`src/hw/rtl/i2cm_pkg.sv`:
```
// shared types and constants for the i2c master register front end
package i2cm_pkg;

	// register byte offsets
	localparam logic [11:0] OFF_CONTROL = 12'h000;
	localparam logic [11:0] OFF_STATUS  = 12'h004;
	localparam logic [11:0] OFF_OWN_ADR = 12'h008;
	localparam logic [11:0] OFF_DATA    = 12'h00c;
	localparam logic [11:0] OFF_LINE    = 12'h010;
	localparam logic [11:0] OFF_AUX0    = 12'h014;
	localparam logic [11:0] OFF_AUX1    = 12'h018;
	localparam logic [11:0] OFF_AUX2    = 12'h01c;
	localparam logic [11:0] OFF_DONE    = 12'h020;

	// control register bits
	localparam int CON_ACK_GEN  = 7;
	localparam int CON_IRQ_EN   = 5;
	localparam int CON_IRQ_PEND = 4;

	// status register bits
	localparam int ST_START  = 5;
	localparam int ST_OUT_EN = 4;
	localparam int ST_LAST   = 0;

	// completion flag view bits at the done register
	localparam int OP_XFER_BIT = 8;
	localparam int OP_COND_BIT = 13;

	// internal completion flag positions
	localparam int DONE_XFER = 0;
	localparam int DONE_COND = 1;

	// status mode field
	localparam logic [1:0] MODE_MRX = 2'd2;

	localparam logic [31:0] DATA_RESET = 32'h0000_00ff;

	typedef enum logic [1:0] {
		ACT_NONE  = 2'd0,
		ACT_START = 2'd1,
		ACT_SEND  = 2'd2,
		ACT_RECV  = 2'd3
	} bus_act_t;

	typedef enum logic {
		REQ_READ  = 1'b0,
		REQ_WRITE = 1'b1
	} req_t;

	typedef struct packed {
		logic        req_type;
		logic [11:0] reg_offset;
		logic [31:0] write_data;
		logic        target_nack;
		logic [7:0]  rx_byte;
	} item_t;

	typedef struct packed {
		logic [31:0] read_data;
		logic        irq_level;
		logic        bus_stop;
		bus_act_t    bus_action;
		logic [6:0]  bus_target;
		logic        bus_is_read;
		logic [7:0]  bus_tx_byte;
		logic        bus_rx_nack;
	} result_t;

endpackage

```
`src/hw/rtl/i2cm_core.sv`:
```
// register file and access logic of the i2c master front end
module i2cm_core (
	input  logic             clk,
	input  logic             arst_n,
	input  logic             fire,
	input  i2cm_pkg::item_t  item,
	output i2cm_pkg::result_t res
);

	logic [31:0] control_q, status_q, own_adr_q, data_q, line_q;
	logic [31:0] aux0_q, aux1_q, aux2_q;
	logic [1:0]  done_q;
	logic        active_q, ready_q;

	logic [31:0] control_n, status_n, own_adr_n, data_n, line_n;
	logic [31:0] aux0_n, aux1_n, aux2_n;
	logic [1:0]  done_n;
	logic        active_n, ready_n;

	logic [31:0] v;
	logic [1:0]  om, nm;
	logic        changed;

	always_comb begin
		v         = item.write_data;
		om        = status_q[7:6];
		nm        = v[7:6];
		changed   = status_q[i2cm_pkg::ST_START] &&
			(!v[i2cm_pkg::ST_START] || (nm != om));
		control_n = control_q;
		status_n  = status_q;
		own_adr_n = own_adr_q;
		data_n    = data_q;
		line_n    = line_q;
		aux0_n    = aux0_q;
		aux1_n    = aux1_q;
		aux2_n    = aux2_q;
		done_n    = done_q;
		active_n  = active_q;
		ready_n   = ready_q;
		res       = '0;
		res.bus_action = i2cm_pkg::ACT_NONE;

		if (item.req_type == i2cm_pkg::REQ_READ) begin
			case (item.reg_offset)
				i2cm_pkg::OFF_CONTROL: res.read_data = control_q;
				i2cm_pkg::OFF_STATUS:  res.read_data = status_q;
				i2cm_pkg::OFF_OWN_ADR: res.read_data = own_adr_q;
				i2cm_pkg::OFF_DATA:    res.read_data = data_q;
				i2cm_pkg::OFF_LINE:    res.read_data = line_q;
				i2cm_pkg::OFF_AUX0:    res.read_data = aux0_q;
				i2cm_pkg::OFF_AUX1:    res.read_data = aux1_q;
				i2cm_pkg::OFF_AUX2:    res.read_data = aux2_q;
				i2cm_pkg::OFF_DONE: begin
					res.read_data[i2cm_pkg::OP_XFER_BIT] = done_q[i2cm_pkg::DONE_XFER];
					res.read_data[i2cm_pkg::OP_COND_BIT] = done_q[i2cm_pkg::DONE_COND];
				end
				default: res.read_data = '0;
			endcase
		end else begin
			case (item.reg_offset)
				i2cm_pkg::OFF_CONTROL: begin
					control_n = v;
					control_n[i2cm_pkg::CON_IRQ_PEND] = 1'b0;
					if (v[i2cm_pkg::CON_IRQ_PEND] && active_q) begin
						status_n[i2cm_pkg::ST_LAST] = 1'b0;
						if (om == i2cm_pkg::MODE_MRX) begin
							data_n = {24'd0, item.rx_byte};
							res.bus_action = i2cm_pkg::ACT_RECV;
							res.bus_rx_nack = !v[i2cm_pkg::CON_ACK_GEN];
							done_n[i2cm_pkg::DONE_XFER] = 1'b1;
							control_n[i2cm_pkg::CON_IRQ_PEND] = 1'b1;
						end else if (ready_q) begin
							res.bus_action = i2cm_pkg::ACT_SEND;
							res.bus_tx_byte = data_q[7:0];
							if (item.target_nack) begin
								status_n[i2cm_pkg::ST_LAST] = 1'b1;
							end
							ready_n = 1'b0;
							done_n[i2cm_pkg::DONE_XFER] = 1'b1;
							control_n[i2cm_pkg::CON_IRQ_PEND] = 1'b1;
						end
					end
				end
				i2cm_pkg::OFF_STATUS: begin
					if (active_q && changed) begin
						res.bus_stop = 1'b1;
						active_n = 1'b0;
						ready_n  = 1'b0;
					end
					status_n = v;
					status_n[i2cm_pkg::ST_LAST] = 1'b0;
					if (changed) begin
						done_n[i2cm_pkg::DONE_COND] = 1'b1;
						control_n[i2cm_pkg::CON_IRQ_PEND] = 1'b1;
					end
					// master modes have the upper mode bit set
					if (v[i2cm_pkg::ST_START] && v[i2cm_pkg::ST_OUT_EN] && nm[1] &&
						!active_n) begin
						res.bus_action  = i2cm_pkg::ACT_START;
						res.bus_target  = data_q[7:1];
						res.bus_is_read = (nm == i2cm_pkg::MODE_MRX);
						if (item.target_nack) begin
							status_n[i2cm_pkg::ST_LAST] = 1'b1;
						end else begin
							active_n = 1'b1;
						end
						ready_n = 1'b0;
						done_n[i2cm_pkg::DONE_XFER] = 1'b1;
						control_n[i2cm_pkg::CON_IRQ_PEND] = 1'b1;
					end
				end
				i2cm_pkg::OFF_OWN_ADR: begin
					if (!status_q[i2cm_pkg::ST_OUT_EN]) begin
						own_adr_n = v;
					end
				end
				i2cm_pkg::OFF_DATA: begin
					data_n  = v;
					ready_n = 1'b1;
				end
				i2cm_pkg::OFF_LINE: line_n = v;
				i2cm_pkg::OFF_AUX0: aux0_n = v;
				i2cm_pkg::OFF_AUX1: aux1_n = v;
				i2cm_pkg::OFF_AUX2: aux2_n = v;
				i2cm_pkg::OFF_DONE: begin
					if (v[i2cm_pkg::OP_XFER_BIT]) done_n[i2cm_pkg::DONE_XFER] = 1'b0;
					if (v[i2cm_pkg::OP_COND_BIT]) done_n[i2cm_pkg::DONE_COND] = 1'b0;
				end
				default: ;
			endcase
		end

		res.irq_level = (control_n[i2cm_pkg::CON_IRQ_EN] && control_n[i2cm_pkg::CON_IRQ_PEND]) ||
			(aux0_n[0] && (done_n != 2'b00));
	end

	always_ff @(posedge clk or negedge arst_n) begin
		if (!arst_n) begin
			control_q <= '0;
			status_q  <= '0;
			own_adr_q <= '0;
			data_q    <= i2cm_pkg::DATA_RESET;
			line_q    <= '0;
			aux0_q    <= '0;
			aux1_q    <= '0;
			aux2_q    <= '0;
			done_q    <= '0;
			active_q  <= 1'b0;
			ready_q   <= 1'b0;
		end else if (fire) begin
			control_q <= control_n;
			status_q  <= status_n;
			own_adr_q <= own_adr_n;
			data_q    <= data_n;
			line_q    <= line_n;
			aux0_q    <= aux0_n;
			aux1_q    <= aux1_n;
			aux2_q    <= aux2_n;
			done_q    <= done_n;
			active_q  <= active_n;
			ready_q   <= ready_n;
		end
	end

	// a start never overlaps a transfer that was not stopped
	a_start_idle: assert property (@(posedge clk) disable iff (!arst_n)
		fire && res.bus_action == i2cm_pkg::ACT_START |-> !active_q || res.bus_stop)
		else $error("start issued over an active transfer");

	// the rx nack only goes with a receive
	a_rxn_recv: assert property (@(posedge clk) disable iff (!arst_n)
		fire && res.bus_rx_nack |-> res.bus_action == i2cm_pkg::ACT_RECV)
		else $error("rx nack without receive");

	// a sent byte consumes the ready flag
	a_send_clears: assert property (@(posedge clk) disable iff (!arst_n)
		fire && res.bus_action == i2cm_pkg::ACT_SEND |=> !ready_q)
		else $error("tx ready still set after send");

	// writes return zero data
	a_wr_zero: assert property (@(posedge clk) disable iff (!arst_n)
		fire && item.req_type == i2cm_pkg::REQ_WRITE |-> res.read_data == '0)
		else $error("write returned read data");

	// any bus action marks the transfer flag for the next access
	a_act_done: assert property (@(posedge clk) disable iff (!arst_n)
		fire && res.bus_action != i2cm_pkg::ACT_NONE |=> done_q[i2cm_pkg::DONE_XFER])
		else $error("bus action without transfer done flag");

endmodule

```
`src/hw/rtl/i2c_master_register_controller_unit.sv`:
```
// top level of the i2c master register front end with input and result registers
//
// Register front end of an i2c master. Each item is one 32-bit register
// access (read or write) and carries the target's reply (nack, received byte)
// for any bus action that access starts. One item is accepted per clock while
// in_ready is high; the item waits in the input register, and when it
// advances the register file update and decode land in the result register.
// Throughput stays at one item per cycle as long as the result side takes an
// item each cycle; a stalled result register holds its item and the input
// register can still take one more before in_ready drops. Register map:
// 0x00 control (bit7 ack generate, bit5 irq enable, bit4 irq pending), 0x04
// status (bits7:6 mode, bit5 start, bit4 output enable, bit0 last nack), 0x08
// own address, 0x0c data, 0x10 line control, 0x14..0x1c auxiliary words
// (0x14 bit0 enables the completion interrupt), 0x20 completion flags (bit8
// transfer, bit13 condition, write one to clear). Unmapped offsets read zero
// and ignore writes; writes return zero read data.
module i2c_master_register_controller_unit (
	input  logic        clk,
	input  logic        arst_n,
	// item input channel
	input  logic        in_valid,
	output logic        in_ready,
	input  logic        req_type,
	input  logic [11:0] reg_offset,
	input  logic [31:0] write_data,
	input  logic        target_nack,
	input  logic [7:0]  rx_byte,
	// result channel
	output logic        out_valid,
	input  logic        out_ready,
	output logic [31:0] read_data,
	output logic        irq_level,
	output logic        bus_stop,
	output logic [1:0]  bus_action,
	output logic [6:0]  bus_target,
	output logic        bus_is_read,
	output logic [7:0]  bus_tx_byte,
	output logic        bus_rx_nack
);

	// input register stage
	logic              valid_s1;
	i2cm_pkg::item_t   item_s1;

	// result register
	logic              out_valid_q;
	i2cm_pkg::result_t res_q;
	i2cm_pkg::result_t res_c;

	// the input stage retires into the result register when that is free or draining
	logic advance;
	logic take;

	assign advance  = valid_s1 && (!out_valid_q || out_ready);
	assign in_ready = !valid_s1 || advance;
	assign take     = in_valid && in_ready;

	always_ff @(posedge clk or negedge arst_n) begin
		if (!arst_n) begin
			valid_s1 <= 1'b0;
		end else begin
			valid_s1 <= take || (valid_s1 && !advance);
		end
	end

	// payload holds no reset
	always_ff @(posedge clk) begin
		if (take) begin
			item_s1.req_type    <= req_type;
			item_s1.reg_offset  <= reg_offset;
			item_s1.write_data  <= write_data;
			item_s1.target_nack <= target_nack;
			item_s1.rx_byte     <= rx_byte;
		end
	end

	// register file and decode, state commits when the item retires
	i2cm_core u_core (
		.clk    (clk),
		.arst_n (arst_n),
		.fire   (advance),
		.item   (item_s1),
		.res    (res_c)
	);

	always_ff @(posedge clk or negedge arst_n) begin
		if (!arst_n) begin
			out_valid_q <= 1'b0;
		end else begin
			out_valid_q <= advance || (out_valid_q && !out_ready);
		end
	end

	always_ff @(posedge clk) begin
		if (advance) begin
			res_q <= res_c;
		end
	end

	assign out_valid   = out_valid_q;
	assign read_data   = res_q.read_data;
	assign irq_level   = res_q.irq_level;
	assign bus_stop    = res_q.bus_stop;
	assign bus_action  = res_q.bus_action;
	assign bus_target  = res_q.bus_target;
	assign bus_is_read = res_q.bus_is_read;
	assign bus_tx_byte = res_q.bus_tx_byte;
	assign bus_rx_nack = res_q.bus_rx_nack;

endmodule

```
`config.mk`:
```
export PLATFORM = sky130hd
export DESIGN_NAME = i2c_master_register_controller_unit
export DESIGN_NICKNAME = d
export VERILOG_FILES = /design/src/hw/rtl/i2cm_pkg.sv /design/src/hw/rtl/i2cm_core.sv /design/src/hw/rtl/i2c_master_register_controller_unit.sv
export SDC_FILE = /design/constraint.sdc
export NUM_CORES = 1
export LEC_CHECK = 0
export BUFFER_PORTS_ARGS = -buffer_cell sky130_fd_sc_hd__clkbuf_2
export CAP_MARGIN = 20
export CORE_ASPECT_RATIO = 1.75
export CORE_UTILIZATION = 45
export DETAILED_ROUTE_END_ITERATION = 10
export SLEW_MARGIN = 5
export SYNTH_ARGS = -nofsm -noshare
export SYNTH_HDL_FRONTEND = slang
export SYNTH_SLANG_ARGS = --single-unit
```
`constraint.sdc`:
```
create_clock -name clk -period 9.8 [get_ports clk]
set_input_delay 0.98 -clock clk [delete_from_list [all_inputs] [get_ports clk]]
set_output_delay 0.98 -clock clk [all_outputs]
set_load 0.02 [all_outputs]
```
==> metrics, run 1 <==
CTS tree=done; Unique masters post-synth=55; fin nets=1,249; Worst Slack Setup Final=6.26 ns; pre-CTS setup slack=6.26 ns; logic gate share of total power=0.038; Yosys reg bits=369; Max Freq=282 MHz; Max Cap Viol=0; crit path max-delay cell type=or3_1; Largest delay share family, worst path=simple AND/OR/NAND/NOR gates; Remaining DRCs=0; CP peak stage delay=0.74 ns; cell mode on critical path=buf_4; routed length per instance=23.6 µm; share of cells above drive strength 1=0.356; cell taking the most area after synthesis=dfrtp_1; Top Usage Layer GRT=met2; final wirelength=39,500 µm; die width=143 µm; power per cell area=177 mW/mm²; Net Switching=0.000707 W; drt pass-1 iters=8; Initial Utilization=0.460; sequential share of the synthesized area=0.629; clock group share of total power=0.432; DP Area=0.0165 mm²; worst hold path class=flop to flop; Gate Count Post-Synth=1,090; Post-CTS Setup Inserts=0; outcome=finished clean; met3 GRT Util=0.0295; RSZ-0062 raised after global routing=no; most frequent cells in the layout=dfrtp_1 (254), mux2_2 (206), clkbuf_2 (111), edfxtp_1 (107), nand2_1 (98); Worst Path Max Fanout=21; YS warnings=0; ant diodes=0; critical path startpoint category=flop; most common cell after layout, fill and taps aside=dfrtp_1; crit path DAT=3.96 ns; final setup vio count=0; relative slew slack=0.191; count of input and output buffers=112; CP Cell Sequence=or3_1 -> nor4_4 -> buf_4 -> and2_1 -> buf_4 -> mux2_2; met1 usage in global routing=0.264; Pleak=7.82 nW; hpwl dp=23,700 µm; Synth Cell Area=0.0156 mm²; Placeable Area=0.0339 mm²; Net Count, Synth=1,148; fin util=0.522; final hold vios=0; Die Height=248 µm; Tmin final=3.54 ns; Setup crit end kind=flop; CTS sink count=369; pin count of the biggest net entering global routing=129; Int Pwr=0.00242 W; CTS Root Buffer Type=clkbuf_16; Rows=89; setup TNS=0 ns; top cells by area, synth=dfrtp_1 (41%), edfxtp_1 (21%), mux2_2 (15%), mux2_1 (3.3%), nand2_1 (2.4%); Worst-Margin Slew=1.21 ns; Final ANT Viol Nets=0; design area=0.0177 mm²; number of H-tree levels=2; Area Overhead vs Synth=13.5%; via count=9,609; Worst VDD drop=128 µV; first-pass GRT wire length=60,800 µm; total CTS buffers=36; die area=0.0353 mm²; Top Ports=113; period utilisation layout=0.362; Sw Share=0.226; Final Skew=0.0113 ns; syn avg cell area=14.3 µm²; Req. time, crit path=10.22 ns; routability cong.=0.792; hold_buf cts=0; DR iter-0 viols=639; GRT Total Usage=0.234; vias in the first global route=10,100; worst skew pair latency=0.54 ns; CTS Buffer Depth=3; Max Transition Viols Final=0; Clock transition at path regs=0.06 ns; Fillers=2,948; met2 usage=0.443; Vias/cell=5.74; Bufs and invs on worst path=2; initial antenna violation count=0; sequential share of power=0.530; cts repair resizes=0; post-synth top area share=0.409; Crit Path Class=flop to flop; grt ovf=0
-- state kept, by name, indices dropped and copies added, names as in the netlist, 2 cells and up --
| name | flops |
|---|---|
| bus_target | 7 |
| u_core.control_q | 32 |
| u_core.own_adr_q | 32 |
| u_core.aux0_q | 32 |
| u_core.done_q | 2 |
| item_s1 | 54 |
| read_data | 32 |
| bus_tx_byte | 8 |
| u_core.line_q | 32 |
| u_core.aux2_q | 32 |
| bus_action | 2 |
| u_core.data_q | 32 |
| u_core.aux1_q | 32 |
| u_core.status_q | 32 |
-- cell families after synthesis --
logic type                Yosys count  share of synthesized area
AOI/OAI and AO/OA                 180                     0.0846
xor gates and xnor gates            2                    0.00113
buffers and inverters              75                     0.0267
DFF                               369                      0.629
muxes                             273                      0.196
and+or+nand+nor                   191                     0.0631
-- worst min-delay path, cell delays in order (launching register included) --
cell,delay [ns]
dfstp_2,0.38
nand2_1,0.05
o21ai_1,0.05
-- power groups by stage --
| stage | combinational [W] | sequential, W | clock, W |
|---|---|---|---|
| floorplan | 0.0000403 | 0.00169 | 0 |
| global placement | 0.000121 | 0.00169 | 0 |
| detailed placement | 0.000122 | 0.00169 | 0 |
| CTS | 0.000123 | 0.00166 | 0.00138 |
| global route | 0.000130 | 0.00166 | 0.00143 |
| finish | 0.000119 | 0.00166 | 0.00135 |
-- synth_stat cells (all sizes together) --
library cell,instances
nor3b,5
a221oi,3
mux2,251
clkbuf,32
a2bb2oi,1
xnor2,2
nor2,14
nand4,4
nand3,8
or3b,1
a222oi,34
edfxtp,107
dfrtp,254
nor4,4
nand2b,5
nor2b,1
or3,3
nand2,100
and2,22
or4,3
o21ai,38
dfstp,8
mux2i,22
and3,6
nor3,9
a22oi,36
and4b,1
and4,2
a21oi,16
o31ai,3
buf,41
o2111ai,1
o22ai,12
nor4b,1
inv,2
a211o,1
a22o,9
a21o,1
o21bai,2
a31oi,22
nand3b,2
o221ai,1
-- stage by stage --
stage	std cells	hold slack [ns]	total power [W]
finish	1673	0.477	0.00313
global route	1673	0.501	0.00323
CTS	1672	0.480	0.00316
detailed placement	1607	0.467	0.00181
global placement	1606	0.462	0.00181
floorplan	1090	0.428	0.00173
-- final timing paths --
| path | start | endpoint | slack (ns) | cells past startpoint |
|---|---|---|---|---|
| worst min register to register | u_core.data_q[7] | u_core.data_q[7] | 0.48 | 2 |
| worst min-delay path | u_core.data_q[7] | u_core.data_q[7] | 0.48 | 2 |
| max in group asynchronous | arst_n | u_core.line_q[20] | 7.70 | 2 |
| min in group asynchronous | arst_n | u_core.data_q[28] | 0.54 | 1 |
| worst max register to register | item_s1[43] | u_core.control_q[15] | 6.26 | 6 |
| worst max-delay path | item_s1[43] | u_core.control_q[15] | 6.26 | 6 |
-- area by class of cell --
cell class,count,area [µm²],share of cell area
Sequential cell,369,9780,0.554
Clock inverter,11,87.6,0.00496
Tap cell,455,569,0.0322
Clock buffer,54,1040,0.0589
Multi-Input combinational cell,646,5420,0.307
Inverter,2,7.51,0.000425
Timing Repair Buffer,136,761,0.0431
-- routing by layer --
| metal | part of all wire | wire length [µm] |
|---|---|---|
| met4 | 0.031 | 1220 |
| met1 | 0.37 | 14700 |
| met5 | 0 | 0 |
| met2 | 0.56 | 22000 |
| met3 | 0.041 | 1610 |
Power figures use the tool's default switching activity.
==> run 2, diff against run 1 <==
Clock period 9.8 ns to 3.5 ns, I/O delays scaled along.
==> run 2 against run 1 <==
Sequential share of layout area decreased by 2.4 points. Cell area increased by 4.5%. First-iteration DRC count increased by 7.4%. Via count increased by 3.5%. Sequential power increased to 2.8 times the previous value. Critical path type unchanged. Total power increased to 2.8 times the previous value. Largest cell class unchanged. Die area unchanged. Count of clock-buffer cells in the layout decreased by 7. Highest routed layer unchanged. Global-route usage increased by 0.35 points. Maximum frequency increased by 25%. Non-clock buffer count increased by 77. Routed wire length increased by 1.4%.
==> metrics, run 2 (synthesis gave the netlist of run 1 again) <==
Tmin final=2.85 ns (-0.698 ns); Fillers=2,911 (-1.3%); worst hold path class=input port to flop; Final Skew=0.0194 ns (+0.00806 ns); uppermost routed layer=met4; Remaining DRCs=0 (unchanged); final wirelength=40,100 µm (+1.4%); CTS sink count=369 (unchanged); drt pass-1 iters=5 (-3); most flop-heavy register=item_s1; power per cell area=482 mW/mm² (+170%); die area=0.0353 mm² (unchanged); outcome=finished clean; Tot Pwr=0.00890 W (+180%); Post-CTS Setup Inserts=0 (unchanged); DP Area=0.0168 mm² (+1.4%); CTS tree=done; Worst-Margin Slew=1.07 ns (-0.141 ns); relative slew slack=0.286 (+0.0943); Clock transition at path regs=0.06 ns (about the same); Worst VDD drop=321 µV (+150%); Max Freq=351 MHz (+25%); Setup crit end kind=flop; hold_sp=in_valid; hold_buf cts=53 (+53); count of input and output buffers=112 (unchanged); met1 wire length=15,100 µm (+2.7%); hpwl dp=25,700 µm (+8.2%); final hold vios=0 (unchanged); RSZ-0062 raised after global routing=no; vias in the first global route=10,400 (+3.1%); max reg flops=54 (unchanged); number of H-tree levels=2 (unchanged); Worst R2R Start=item_s1[50]; routed length per instance=22.9 µm (-3.0%); die width=143 µm (unchanged); CTS Buffer Depth=3 (unchanged); critical path startpoint category=flop; metal2 WL=21,800 µm (-0.91%); met3 WL post-DR=1530 µm (-5.3%); Die Height=248 µm (unchanged); routability cong.=0.833 (+5.1%); initial antenna violation count=0 (unchanged); DR iter-0 viols=686 (+7.4%); setup TNS=0 ns (unchanged); Vias/cell=5.69 (-1.0%); Rows=89 (unchanged); design area=0.0185 mm² (+4.5%); CTS Root Buffer Type=clkbuf_16; Crit Path Class=flop to flop; most frequent cells in the layout=dfrtp_1 (254), mux2_2 (206), clkbuf_2 (111), edfxtp_1 (107), nand2_1 (98); via count=9,944 (+3.5%); CP startpoint=item_s1[50]; Worst Path Max Fanout=18 (-14%); Area Overhead vs Synth=18.7%; grt ovf=0 (unchanged); cts repair resizes=0 (unchanged); period utilisation layout=0.813 (+0.451); GRT Total Usage=0.238 (+0.00352); total CTS buffers=35 (-2.8%); Pleak=8.21 nW (+5.0%); Initial Utilization=0.460 (unchanged); Max Cap Viol=0 (unchanged); pin count of the biggest net entering global routing=79 (-39%); share of cells above drive strength 1=0.355 (about the same); ant diodes=0 (unchanged); Placeable Area=0.0339 mm² (unchanged); Top Ports=113 (unchanged); fin nets=1,325 (+6.1%); Req. time, crit path=3.91 ns (-6.31 ns); most common cell after layout, fill and taps aside=dfrtp_1; Post-Layout Cell Count=1,749 (+4.5%); first-pass GRT wire length=62,100 µm (+2.1%); Max Transition Viols Final=0 (unchanged); crit path DAT=3.26 ns (-0.70 ns); dpl cells=1,632 (+1.6%); final setup vio count=0 (unchanged); Final ANT Viol Nets=0 (unchanged); worst skew pair latency=0.54 ns (about the same)
run 2: cell types whose count changed in the layout (fill, tap and decap cells not counted), moves of 3 or more:
cell	before	now
buf_4	22	42
buf_12	1	6
dlygate4sd3_1	0	53
clkinv_2	3	6
clkbuf_1	12	5
run 2: worst paths after layout:
check                                        to  slack [ns]  cells after the start
setup / recovery           u_core.control_q[19]        0.65                      6
hold / removal                         valid_s1        0.02                      2
setup reg to reg           u_core.control_q[19]        0.65                      6
hold reg to reg                u_core.data_q[5]        0.48                      2
max in group asynchronous  u_core.own_adr_q[18]        2.03                      3
min in group asynchronous     u_core.aux0_q[28]        0.36                      2
run 2: layout make-up:
| type | count | area, µm² | area share |
|---|---|---|---|
| Clock buffer | 47 | 1020 | 0.0552 |
| Sequential cell | 369 | 9780 | 0.530 |
| Tap cell | 455 | 569 | 0.0308 |
| Clock inverter | 17 | 149 | 0.00806 |
| Inverter | 2 | 7.51 | 0.000407 |
| Timing Repair Buffer | 213 | 1540 | 0.0832 |
| Multi-Input combinational cell | 646 | 5400 | 0.293 |
run 2: through the flow:
step / setup WS, ns / util / hold slack [ns]
after CTS: 0.655 / 0.545 / 0.00533
after global placement: 0.719 / 0.495 / 0.371
after detailed placement: 0.682 / 0.495 / 0.374
after floorplan: 0.632 / - / 0.0544
final: 0.654 / 0.545 / 0.0176
after global routing: 0.610 / 0.545 / 0.00812
run 2: metal layers:
layer	GRT usage	vias up
li1	-	4449
met1	0.269	5134
met2	0.443	261
met3	0.0305	100
met4	0.105	0
met5	0	-
run 2: worst max-delay path: stages (launching register included):
cell	delay, ns
edfxtp_1	0.38
or4_1	0.77
nor4_4	0.28
buf_4	0.35
and2_1	0.21
buf_4	0.33
mux2_2	0.38
run 2: power by group:
group	total (W)	internal (W)	switching (W)
logic	0.000396	0.000139	0.000257
registers	0.00464	0.00454	0.0000965
clock network	0.00386	0.00221	0.00165
